$ cat src/rtl/e2c_pkg.sv
package e2c_pkg;

	// field widths
	localparam int EPOCH_W  = 32;
	localparam int OFFSET_W = 4;
	localparam int ADJ_W    = 33;
	localparam int DAYS_W   = 17;
	localparam int SOD_W    = 17;
	localparam int YEAR_W   = 12;
	localparam int MONTH_W  = 4;
	localparam int MDAY_W   = 5;
	localparam int WDAY_W   = 3;
	localparam int HOUR_W   = 5;
	localparam int MIN_W    = 6;
	localparam int SEC_W    = 6;
	localparam int TDATA_W  = 48;

	// calendar constants
	localparam int unsigned SECS_PER_MIN  = 60;
	localparam int unsigned SECS_PER_HOUR = 3600;
	localparam int unsigned SECS_PER_DAY  = 86400;
	localparam int unsigned DAYS_PER_CYCLE = 1461;
	localparam int unsigned END_DAYS      = 47482;
	localparam int unsigned EPOCH_YEAR    = 1970;
	localparam int unsigned DAYS_COMMON   = 365;
	localparam int unsigned DAYS_LEAP     = 366;
	localparam int unsigned EPOCH_WDAY    = 3;
	localparam int unsigned WEEK_DAYS     = 7;

	// reciprocals: m = ceil(2^(n+l) / d), exact for x < 2^n
	// day: (adj >> 7) / 675, n = 26, shift 36
	localparam int DAY_SH = 36;
	localparam logic [26:0] DAY_RECIP = 27'(((64'd1 << DAY_SH) + 64'd674) / 64'd675);
	// four-year cycle: days / 1461, n = 16, shift 27
	localparam int CYC_SH = 27;
	localparam logic [16:0] CYC_RECIP =
		17'(((64'd1 << CYC_SH) + 64'(DAYS_PER_CYCLE) - 64'd1) / 64'(DAYS_PER_CYCLE));
	// week: (days + 3) / 7, n = 17, shift 20
	localparam int WK_SH = 20;
	localparam logic [17:0] WK_RECIP =
		18'(((64'd1 << WK_SH) + 64'(WEEK_DAYS) - 64'd1) / 64'(WEEK_DAYS));
	// hour: (sod >> 4) / 225, n = 13, shift 21
	localparam int HOUR_SH = 21;
	localparam logic [13:0] HOUR_RECIP = 14'(((64'd1 << HOUR_SH) + 64'd224) / 64'd225);
	// minute: (rem >> 2) / 15, n = 10, shift 14
	localparam int MIN_SH = 14;
	localparam logic [10:0] MIN_RECIP = 11'(((64'd1 << MIN_SH) + 64'd14) / 64'd15);

	// days before each month, with the year length as last entry
	localparam logic [8:0] CUM_COMMON [13] = '{
		9'd0, 9'd31, 9'd59, 9'd90, 9'd120, 9'd151, 9'd181,
		9'd212, 9'd243, 9'd273, 9'd304, 9'd334, 9'd365
	};
	localparam logic [8:0] CUM_LEAP [13] = '{
		9'd0, 9'd31, 9'd60, 9'd91, 9'd121, 9'd152, 9'd182,
		9'd213, 9'd244, 9'd274, 9'd305, 9'd335, 9'd366
	};

	// valid stages from the input register to the queue write
	localparam int PIPE_STAGES = 11;

	// result queue
	localparam int FIFO_DEPTH = 16;
	localparam int FIFO_AW    = $clog2(FIFO_DEPTH);

	typedef struct packed {
		logic [YEAR_W-1:0]  year;
		logic [MONTH_W-1:0] month_num;
		logic [MDAY_W-1:0]  day_of_month;
		logic [WDAY_W-1:0]  week_day;
	} e2c_date_t;

	typedef struct packed {
		logic [HOUR_W-1:0] hour_val;
		logic [MIN_W-1:0]  minute_val;
		logic [SEC_W-1:0]  second_val;
	} e2c_clock_t;

	typedef struct packed {
		e2c_date_t  date;
		e2c_clock_t tod;
		logic       out_of_range;
	} e2c_result_t;

endpackage

$ cat src/rtl/e2c_front.sv
module e2c_front import e2c_pkg::*; (
	input  logic                clk,
	input  logic [EPOCH_W-1:0]  epoch,
	input  logic [OFFSET_W-1:0] utc_offset,
	output logic [DAYS_W-1:0]   days,
	output logic [SOD_W-1:0]    sod,
	output logic                oor
);

	logic [ADJ_W-1:0]  adj_s1, adj_s2, adj_s3, adj_s4;
	logic [52:0]       dprod_s2;
	logic [DAYS_W-1:0] days_s3, days_s4, days_s5;
	logic [ADJ_W-1:0]  dsec_s4;
	logic [SOD_W-1:0]  sod_s5;
	logic              oor_s5;

	always_ff @(posedge clk) begin
		// offset added at full precision
		adj_s1   <= ADJ_W'(epoch) + ADJ_W'(utc_offset) * ADJ_W'(SECS_PER_HOUR);
		// 86400 = 128 * 675
		dprod_s2 <= 53'(adj_s1[ADJ_W-1:7]) * 53'(DAY_RECIP);
		adj_s2   <= adj_s1;
		days_s3  <= dprod_s2[DAY_SH+DAYS_W-1:DAY_SH];
		adj_s3   <= adj_s2;
		dsec_s4  <= ADJ_W'(34'(days_s3) * 34'(SECS_PER_DAY));
		days_s4  <= days_s3;
		adj_s4   <= adj_s3;
		sod_s5   <= SOD_W'(adj_s4 - dsec_s4);
		days_s5  <= days_s4;
		oor_s5   <= (days_s4 >= DAYS_W'(END_DAYS));
	end

	assign days = days_s5;
	assign sod  = sod_s5;
	assign oor  = oor_s5;

endmodule

$ cat src/rtl/e2c_date.sv
module e2c_date import e2c_pkg::*; (
	input  logic              clk,
	input  logic [DAYS_W-1:0] days,
	input  logic              oor_in,
	output e2c_date_t         date,
	output logic              oor_out
);

	logic [32:0] cprod_s1;
	logic [34:0] wprod_s1;
	logic [15:0] days_s1, days_s2;
	logic        oor_s1, oor_s2, oor_s3, oor_s4, oor_s5, oor_s6;
	logic [5:0]  cq_s2, cq_s3;
	logic [13:0] wq_s2;
	logic [10:0] r_s3;
	logic [WDAY_W-1:0] wd_s3, wd_s4, wd_s5;
	logic [YEAR_W-1:0] yr_s4, yr_s5;
	logic [8:0]  rr_s4;
	logic        leap_s4;
	logic [MONTH_W-1:0] mon_s5;
	logic [MDAY_W-1:0]  mday_s5;
	e2c_date_t   date_s6;

	logic [1:0]  yo_c;
	logic [8:0]  rr_c;
	logic        leap_c;
	logic [MONTH_W-1:0] mon_c;
	logic [8:0]  base_c;
	logic [16:0] wd_full_c;

	// year within the four-year cycle: 365, 365, 366, 365
	always_comb begin
		priority if (r_s3 < 11'(DAYS_COMMON)) begin
			yo_c   = 2'd0;
			rr_c   = 9'(r_s3);
			leap_c = 1'b0;
		end else if (r_s3 < 11'(2 * DAYS_COMMON)) begin
			yo_c   = 2'd1;
			rr_c   = 9'(r_s3 - 11'(DAYS_COMMON));
			leap_c = 1'b0;
		end else if (r_s3 < 11'(2 * DAYS_COMMON + DAYS_LEAP)) begin
			yo_c   = 2'd2;
			rr_c   = 9'(r_s3 - 11'(2 * DAYS_COMMON));
			leap_c = 1'b1;
		end else begin
			yo_c   = 2'd3;
			rr_c   = 9'(r_s3 - 11'(2 * DAYS_COMMON + DAYS_LEAP));
			leap_c = 1'b0;
		end
	end

	// first month whose end lies past the day of year
	always_comb begin
		mon_c  = 4'd12;
		base_c = leap_s4 ? CUM_LEAP[11] : CUM_COMMON[11];
		for (int i = 11; i >= 0; i--) begin
			if (rr_s4 < (leap_s4 ? CUM_LEAP[i+1] : CUM_COMMON[i+1])) begin
				mon_c  = 4'(i + 1);
				base_c = leap_s4 ? CUM_LEAP[i] : CUM_COMMON[i];
			end
		end
	end

	assign wd_full_c = 17'(days_s2) + 17'(EPOCH_WDAY) - 17'(wq_s2) * 17'(WEEK_DAYS);

	always_ff @(posedge clk) begin
		cprod_s1 <= 33'(days[15:0]) * 33'(CYC_RECIP);
		wprod_s1 <= 35'(17'(days[15:0]) + 17'(EPOCH_WDAY)) * 35'(WK_RECIP);
		days_s1  <= days[15:0];
		oor_s1   <= oor_in;

		cq_s2    <= cprod_s1[CYC_SH+5:CYC_SH];
		wq_s2    <= wprod_s1[WK_SH+13:WK_SH];
		days_s2  <= days_s1;
		oor_s2   <= oor_s1;

		r_s3     <= 11'(days_s2 - 16'(cq_s2) * 16'(DAYS_PER_CYCLE));
		wd_s3    <= WDAY_W'(wd_full_c) + WDAY_W'(1);
		cq_s3    <= cq_s2;
		oor_s3   <= oor_s2;

		yr_s4    <= YEAR_W'(EPOCH_YEAR) + YEAR_W'({cq_s3, 2'b00}) + YEAR_W'(yo_c);
		rr_s4    <= rr_c;
		leap_s4  <= leap_c;
		wd_s4    <= wd_s3;
		oor_s4   <= oor_s3;

		mon_s5   <= mon_c;
		mday_s5  <= MDAY_W'(rr_s4 - base_c + 9'd1);
		yr_s5    <= yr_s4;
		wd_s5    <= wd_s4;
		oor_s5   <= oor_s4;

		// past the end of 2099 every date field reads zero
		if (oor_s5) begin
			date_s6 <= '0;
		end else begin
			date_s6.year         <= yr_s5;
			date_s6.month_num    <= mon_s5;
			date_s6.day_of_month <= mday_s5;
			date_s6.week_day     <= wd_s5;
		end
		oor_s6   <= oor_s5;
	end

	assign date    = date_s6;
	assign oor_out = oor_s6;

endmodule

$ cat src/rtl/e2c_clock.sv
module e2c_clock import e2c_pkg::*; (
	input  logic             clk,
	input  logic [SOD_W-1:0] sod,
	output e2c_clock_t       tod
);

	logic [26:0]       hprod_s1;
	logic [SOD_W-1:0]  sod_s1, sod_s2;
	logic [HOUR_W-1:0] hour_s2, hour_s3, hour_s4, hour_s5, hour_s6;
	logic [11:0]       rem_s3, rem_s4, rem_s5;
	logic [20:0]       mprod_s4;
	logic [MIN_W-1:0]  min_s5, min_s6;
	logic [SEC_W-1:0]  sec_s6;

	always_ff @(posedge clk) begin
		// 3600 = 16 * 225
		hprod_s1 <= 27'(sod[SOD_W-1:4]) * 27'(HOUR_RECIP);
		sod_s1   <= sod;
		hour_s2  <= hprod_s1[HOUR_SH+HOUR_W-1:HOUR_SH];
		sod_s2   <= sod_s1;
		rem_s3   <= 12'(sod_s2 - SOD_W'(hour_s2) * SOD_W'(SECS_PER_HOUR));
		hour_s3  <= hour_s2;
		// 60 = 4 * 15
		mprod_s4 <= 21'(rem_s3[11:2]) * 21'(MIN_RECIP);
		rem_s4   <= rem_s3;
		hour_s4  <= hour_s3;
		min_s5   <= mprod_s4[MIN_SH+MIN_W-1:MIN_SH];
		rem_s5   <= rem_s4;
		hour_s5  <= hour_s4;
		sec_s6   <= SEC_W'(rem_s5 - 12'(min_s5) * 12'(SECS_PER_MIN));
		min_s6   <= min_s5;
		hour_s6  <= hour_s5;
	end

	assign tod.hour_val   = hour_s6;
	assign tod.minute_val = min_s6;
	assign tod.second_val = sec_s6;

endmodule

$ cat src/rtl/e2c_fifo.sv
module e2c_fifo import e2c_pkg::*; (
	input  logic        clk,
	input  logic        arst_n,
	input  logic        wr_en,
	input  e2c_result_t wr_data,
	input  logic        rd_en,
	output e2c_result_t rd_data,
	output logic        not_empty
);

	e2c_result_t        mem_q [FIFO_DEPTH];
	e2c_result_t        rd_data_q;
	logic [FIFO_AW-1:0] wr_ptr_q, rd_ptr_q;
	logic [FIFO_AW-1:0] rd_ptr_nxt;
	logic [FIFO_AW:0]   count_q;

	assign rd_ptr_nxt = rd_en ? rd_ptr_q + FIFO_AW'(1) : rd_ptr_q;

	// head entry kept in a register; a write into the head slot goes straight through
	always_ff @(posedge clk) begin
		if (wr_en) begin
			mem_q[wr_ptr_q] <= wr_data;
		end
		if (wr_en && (wr_ptr_q == rd_ptr_nxt)) begin
			rd_data_q <= wr_data;
		end else begin
			rd_data_q <= mem_q[rd_ptr_nxt];
		end
	end

	always_ff @(posedge clk or negedge arst_n) begin
		if (!arst_n) begin
			wr_ptr_q <= '0;
			rd_ptr_q <= '0;
			count_q  <= '0;
		end else begin
			if (wr_en) begin
				wr_ptr_q <= wr_ptr_q + FIFO_AW'(1);
			end
			rd_ptr_q <= rd_ptr_nxt;
			count_q <= count_q + (FIFO_AW+1)'(wr_en) - (FIFO_AW+1)'(rd_en);
		end
	end

	assign rd_data   = rd_data_q;
	assign not_empty = (count_q != '0);

endmodule

$ cat src/rtl/epoch_to_calendar.sv
// epoch_to_calendar: unix seconds to calendar date and time of day
//
// input stream s_*: one request per beat, s_tdata[31:0] = epoch_seconds
// output stream m_*: one result per request, in request order
//   m_tdata fields from bit 0: year, month_num, day_of_month, week_day,
//   hour_val, minute_val, second_val; m_tuser = out_of_range
// cfg_wr_en / cfg_wr_data: whole-hour utc offset, written while idle
//
// throughput: one request per cycle while fewer than 16 requests are outstanding,
// set by a fully pipelined datapath with no shared unit and no loop-carried state
// the accepted epoch passes the input register, the front, date and clock
// stages and the valid chain; m_tvalid rises on the edge that queues the result
// when the receiver stalls, results collect in a 16-entry queue; the
// input keeps taking requests until 16 are accepted and not yet delivered
// reset clears the offset to 0 and drops everything in flight or queued
module epoch_to_calendar import e2c_pkg::*; (
	input  logic                clk,
	input  logic                arst_n,
	// config
	input  logic                cfg_wr_en,
	input  logic [OFFSET_W-1:0] cfg_wr_data,   // utc_offset_hours
	// request stream
	input  logic                s_tvalid,
	output logic                s_tready,
	input  logic [EPOCH_W-1:0]  s_tdata,       // epoch_seconds
	// result stream
	output logic                m_tvalid,
	input  logic                m_tready,
	output logic [TDATA_W-1:0]  m_tdata,       // year, month_num, day_of_month,
	                                           // week_day, hour_val, minute_val,
	                                           // second_val, zero fill
	output logic                m_tuser        // out_of_range
);

	logic [OFFSET_W-1:0]    offset_q;
	logic [FIFO_AW:0]       credit_q;
	logic                   v_s1;
	logic [EPOCH_W-1:0]     epoch_s1;
	logic [PIPE_STAGES-1:0] vld_q;

	logic              s_acc, m_acc;
	logic [DAYS_W-1:0] days;
	logic [SOD_W-1:0]  sod;
	logic              oor_front, oor_done;
	e2c_date_t         date;
	e2c_clock_t        tod;
	e2c_result_t       res_in, res_out;

	assign s_acc = s_tvalid & s_tready;
	assign m_acc = m_tvalid & m_tready;

	// credits bound what is in the pipe plus what sits in the queue
	assign s_tready = (credit_q < (FIFO_AW+1)'(FIFO_DEPTH));

	always_ff @(posedge clk or negedge arst_n) begin
		if (!arst_n) begin
			offset_q <= '0;
			credit_q <= '0;
			v_s1     <= 1'b0;
			vld_q    <= '0;
		end else begin
			if (cfg_wr_en) begin
				offset_q <= cfg_wr_data;
			end
			credit_q <= credit_q + (FIFO_AW+1)'(s_acc) - (FIFO_AW+1)'(m_acc);
			v_s1     <= s_acc;
			vld_q    <= {vld_q[PIPE_STAGES-2:0], v_s1};
		end
	end

	// input register, payload only
	always_ff @(posedge clk) begin
		if (s_acc) begin
			epoch_s1 <= s_tdata;
		end
	end

	// day count and seconds of day
	e2c_front u_front (
		.clk        (clk),
		.epoch      (epoch_s1),
		.utc_offset (offset_q),
		.days       (days),
		.sod        (sod),
		.oor        (oor_front)
	);

	// year, month, day and weekday; zeroed past 2099
	e2c_date u_date (
		.clk     (clk),
		.days    (days),
		.oor_in  (oor_front),
		.date    (date),
		.oor_out (oor_done)
	);

	// hour, minute, second; same depth as the date path
	e2c_clock u_clock (
		.clk (clk),
		.sod (sod),
		.tod (tod)
	);

	always_comb begin
		res_in.date         = date;
		res_in.tod          = oor_done ? '0 : tod;
		res_in.out_of_range = oor_done;
	end

	e2c_fifo u_fifo (
		.clk       (clk),
		.arst_n    (arst_n),
		.wr_en     (vld_q[PIPE_STAGES-1]),
		.wr_data   (res_in),
		.rd_en     (m_acc),
		.rd_data   (res_out),
		.not_empty (m_tvalid)
	);

	assign m_tdata = {
		7'd0,
		res_out.tod.second_val,
		res_out.tod.minute_val,
		res_out.tod.hour_val,
		res_out.date.week_day,
		res_out.date.day_of_month,
		res_out.date.month_num,
		res_out.date.year
	};
	assign m_tuser = res_out.out_of_range;

endmodule

$ cat config.mk
export PLATFORM = sky130hd
export DESIGN_NAME = epoch_to_calendar
export DESIGN_NICKNAME = d
export VERILOG_FILES = /design/src/rtl/e2c_pkg.sv /design/src/rtl/e2c_front.sv /design/src/rtl/e2c_date.sv /design/src/rtl/e2c_clock.sv /design/src/rtl/e2c_fifo.sv /design/src/rtl/epoch_to_calendar.sv
export SDC_FILE = /design/constraint.sdc
export NUM_CORES = 2
export LEC_CHECK = 0
export BUFFER_PORTS_ARGS = -buffer_cell sky130_fd_sc_hd__clkbuf_2
export CELL_PAD_IN_SITES_DETAIL_PLACEMENT = 1
export CELL_PAD_IN_SITES_GLOBAL_PLACEMENT = 2
export CORE_MARGIN = 4
export CORE_UTILIZATION = 25
export DETAILED_ROUTE_END_ITERATION = 12
export PLACE_DENSITY = 0.53
export SLEW_MARGIN = 20
export SYNTH_ARGS = -nofsm -noshare
export SYNTH_HDL_FRONTEND = slang
export SYNTH_HIERARCHICAL = 1
export SYNTH_SLANG_ARGS = --single-unit
export TNS_END_PERCENT = 50
$ cat constraint.sdc
create_clock -name clk -period 7.9 [get_ports clk]
set_clock_uncertainty 0.05 [all_clocks]
set_input_delay 0.79 -clock clk [delete_from_list [all_inputs] [get_ports clk]]
set_output_delay 0.79 -clock clk [all_outputs]
set_load 0.05 [all_outputs]
Yosys cells after proc, flatten, opt, wreduce, memory -nomap -nowiden
Memories as Yosys holds them, arrays and structs flattened. A register that Yosys moved wholly into a read port is not among the register bits.
Cells that the tools add are included.
W data, S select, Z words.

operators by class
  multipliers = 11
  mux-type cells = 42
  eq/ne operators = 0
  div/mod/pow operators = 0
  add/sub/neg operators = 22
  order comparisons = 16
  shift operators = 0
  reductions and logical operators = 4
  bitwise logic cells = 2

operators by type and width
  kind                      count
  $mux W5                   11
  $mul A26 B27 Y53 const B  1
  $lt A9 B8 Y1              4
  $mul A17 B18 Y34 const B  1
  $add A32 B16 Y33          1
  $mul A16 B15 Y31 const B  1
  $mux W3                   10
  $lt A9 B9 Y1              3
  $mux W9                   3
  $mul A13 B14 Y26 const B  1
  $mul A10 B11 Y20 const B  1
  $lt A9 B7 Y1              2
  $add A16 B2 Y17 const B   1
  $ge A17 B16 Y1 const B    1
  $mul A17 B10 Y10 const B  1
  $mux W17                  1
  $sub A17 B17 Y17          1
  $mul A14 B3 Y3 const B    1
  $add A11 B8 Y12 const A   1
  $add A12 B2 Y12           1
  $mul A4 B8 Y12 const B    1
  $mux W2                   6
  $sub A12 B12 Y12          1
  $lt A11 B10 Y1 const B    1
  other kinds (28)          41

storage, ports and cells
  memory bits (read-only) = 0
  latch bits = 0
  input bits = 41
  memories = 1
  output and inout port bits = 51
  logic and storage cells = 161
  bits in writable memories = 672
  register bits = 624

memory list
  name          depth  bits a word  read ports  clocked after memory_dff  wr ports  RTL line        text
  u_fifo.mem_q  16     42           1           1                         1         e2c_fifo.sv:11  e2c_result_t mem_q [FIFO_DEPTH];

Logic depth before layout (Yosys ltp)
  depth in word-level cells = 15
  depth in mapped cells = 26
  mapped depth without buffers = 26

Modules after synthesis
The synthesis kept the hierarchy.

by module, submodules not included
  module             cells an instance  sequential area each (um2)  area an instance (um2)  times used
  e2c_fifo           1,112              20,584.7                    25,964.9                1
  e2c_front          1,438              3,583.4                     15,477.3                1
  e2c_date           1,241              2,782.7                     12,665.9                1
  e2c_clock          506                2,042.0                     5,823.1                 1
  epoch_to_calendar  110                1,486.4                     1,901.8                 1

Least setup slack after synthesis
OpenSTA, ideal clock, no wires.

  path kind = register -> register
  start point = register u_front.adj_s1[25]
  end point = register u_front.dprod_s2[49]
  path slack = 1,967 ps
  buffers on the path = 0
  data required time = 7,730 ps
  clock period less this slack = 5,933 ps
  data arrival time = 5,763 ps
  library setup time = 120 ps
  stages on the path, launching flop included = 19
  path through = dfxtp_1 > fa_1 > ha_1 > fa_1 > fa_1 > fa_1 > fa_1 > inv_1 > fa_1 > inv_1 > ha_1 > a21o_1 > a221oi_1 > o21ai_1 > o31ai_2 > a31oi_2 > a211oi_2 > nor2_1 > o31a_1

on the way
  longest elaborated chain between the ends = 1

ends and longest elaborated chain
  what                    RTL line         text
  from (decl)             e2c_front.sv:10  logic [ADJ_W-1:0] adj_s1, adj_s2, adj_s3, adj_s4;
  from (signal assigned)  e2c_front.sv:19  adj_s1 <= ADJ_W'(epoch) + ADJ_W'(utc_offset) * ADJ_W'(SECS_PER_HOUR);
  $mul A26 B27 Y53        e2c_front.sv:21  dprod_s2 <= 53'(adj_s1[ADJ_W-1:7]) * 53'(DAY_RECIP);
  to (signal assigned)    e2c_front.sv:21
  to (decl)               e2c_front.sv:11  logic [52:0] dprod_s2;

No other way between the ends.
A chain may end at the register's enable or synchronous reset.

Final worst setup path
  start point = register u_front.adj_s1[12]
  end point = register u_front.dprod_s2[49]

The elaborated chain is that of the path after synthesis.

==> reports/results.ini <==
[timing]
fin_crit_ns=6.53
max_freq_mhz=153
finalCritPeriodShare_pct=82.6
setup_slack_ns=1.37
final-hold-violation-count=0
rsz0062_at_grt=false
relSlewSlack_pct=30.8
setup_viol=0
setup_tns_ns=0
final_max_slew_viol_count=0
worst_pin_slew_ns=1.04

[clocking]
clk_latency_ns=0.79
clk_pin_slew_ns=0.06
cts.htree.levels=4
tritoncts=done
numCtsBuffers=139
postCtsSetupBuffers=0
cts.repair.resized=0
cts_sinks=1161
clk_path_buf_depth=3
hold_buffers=0
cts-root-buf=clkbuf_16

[floorplan]
design.core.area_mm2=0.246
initial_utilization_pct=25.1
rows=182
die_w_um=505
die_h_um=505
dieArea_mm2=0.255
io_pins=92

[run_status]
status=finished clean

[min_path]
min-delay-path-class=input port to asynchronous set/reset pin

[global_routing]
antenna_found_initial=1
grt_max_degree=118
grt_usage_pct=12.5
grt_pass1_wl_um=241000
grt_pass1_vias=37200
grt-ovfl-total=0

[worst_setup_path]
worstPathRequired_ns=8.52
cp-start-kind=flop
slowest_delay_ns=0.67
crit_top_cell=fa_1
critPathCaptureType=flop
worstPathCellList=ha_1, inv_1, fa_1, fa_1, inv_1, fa_1, fa_1, inv_1, fa_1, inv_1, fa_1, ha_1, and3_1, o211ai_1, a31oi_1, nor4_2, a31oi_2, a211oi_2, nor2_1, o31a_1
arrival_ns=7.15
crit_path_top_delay_cell=dfxtp_1
path_class=flop to flop
critPathMaxFanout=10
r2r_slack_ns=1.37

[layout]
final_cell_area_mm2=0.0713
final_nets=5788
area_growth_syn_to_layout_pct=15.3
antenna_cells=0
drive_above_1_share_pct=12.5
finish.utilization_pct=29.0

[place]
numPortBuffers=84
pre_cts_slack_ns=1.28
placed_cell_area_mm2=0.0663
place_hpwl_um=111000
place.gp.congestion=0.764

[routing]
vias=33100
via_per_inst=4.17
drc=0
avgRoutedWirePerCell_um=20.0
drtIter0Drc=1484
antenna_left=0
dr.pass1.iters=5
routed_wl_um=159000

[flow_run]
drv_cap=0

[synth]
synthesis.area_mm2=0.0618
avgSynthCellArea_um2=14.0
ys_warn_count=6
postSynthCellCount=4406

[metrics by stage]
| stage | instances | hold WS, ns |
|---|---|---|
| final | 7938 | 0.0896 |
| after global routing | 7938 | 0.0488 |
| after CTS | 7938 | 0.0116 |
| after detailed placement | 7681 | 0.263 |
| after global placement | 7681 | 0.260 |
| after floorplan | 4412 | 0.260 |
[routing by layer]
| metal | GRT usage, % | vias up | share of wire (%) |
|---|---|---|---|
| li1 | - | 15600 | - |
| met1 | 15.6 | 17000 | 43 |
| met2 | 22.7 | 368 | 52 |
| met3 | 1.91 | 172 | 2.9 |
| met4 | 3.03 | 0 | 2.0 |
| met5 | 0 | - | 0 |
[worst paths after layout]
check,startpoint,endpoint,cells past startpoint
min in group clk,s_tdata[13],epoch_s1[13],1
max in group asynchronous,arst_n,vld_q[1],1
min,arst_n,u_fifo/wr_ptr_q[1],1
max reg2reg,u_front/adj_s1[12],u_front/dprod_s2[49],20
max,u_front/adj_s1[12],u_front/dprod_s2[49],20
min reg2reg,u_clock/mprod_s4[14],u_clock/min_s5[0],0
[layout by cell type (no fill, tap or decap), types with 11 or more instances in the layout]
cell type,count
inv_1,829
ha_1,749
edfxtp_1,704
dfxtp_1,420
fa_1,396
mux4_2,168
clkbuf_16,139
nand2_1,132
xnor2_1,130
a21oi_1,90
a22oi_1,84
clkbuf_2,83
nor2_1,63
xor2_1,56
a21o_1,52
nor2b_1,48
buf_4,42
o21ai_0,41
dfrtp_1,34
clkbuf_1,29
nand3_1,28
nor3_1,26
clkbuf_8,19
clkinv_2,17
nand4_1,17
clkinv_1,16
nand2b_1,15
bufinv_16,15
o21bai_1,15
o21ai_1,15
clkinv_16,13
and3_1,13
nor2_4,13
o211ai_1,12
o21a_1,11
[final cells by class]
class | count | area (um2)
multi-input combinational | 2340 | 27900
clock buffer | 187 | 3850
timing repair buffer | 128 | 776
sequential | 1161 | 30500
fill | 26300 | 175000
tap | 3220 | 4030
inverter | 832 | 3120
clock inverter | 70 | 1080
[registers in the layout, summed over array words and instances (netlist names), 9 cells and up, named ones only]
name,flops
epoch_s1,32
u_clock/rem_s3,12
u_clock/sod_s1,12
u_clock/sod_s2,12
u_date/date,24
u_date/days_s1,11
u_date/days_s2,11
u_date/r_s3,11
u_date/rr_s4,9
u_date/yr_s4,12
u_date/yr_s5,12
u_fifo/mem_q,672
u_front/adj_s1,33
u_front/adj_s2,14
u_front/adj_s3,17
u_front/adj_s4,17
u_front/days,16
u_front/days_s3,17
u_front/days_s4,17
u_front/dprod_s2,20
u_front/dsec_s4,9
u_front/sod,17
vld_q,11
[critical path, delay by kind of cell, from the launching register on]
kind	cells	cell delay, ns
adder cells (fa/ha/maj)	8	3.49
AO/OA/AOI/OAI	5	1.07
AND/OR/NAND/NOR	3	0.71
flip-flops	1	0.67
buffers and inverters	4	0.40
Power is not shown: default switching activity piles up to over one toggle a cycle in this logic, so the estimate is an artifact.
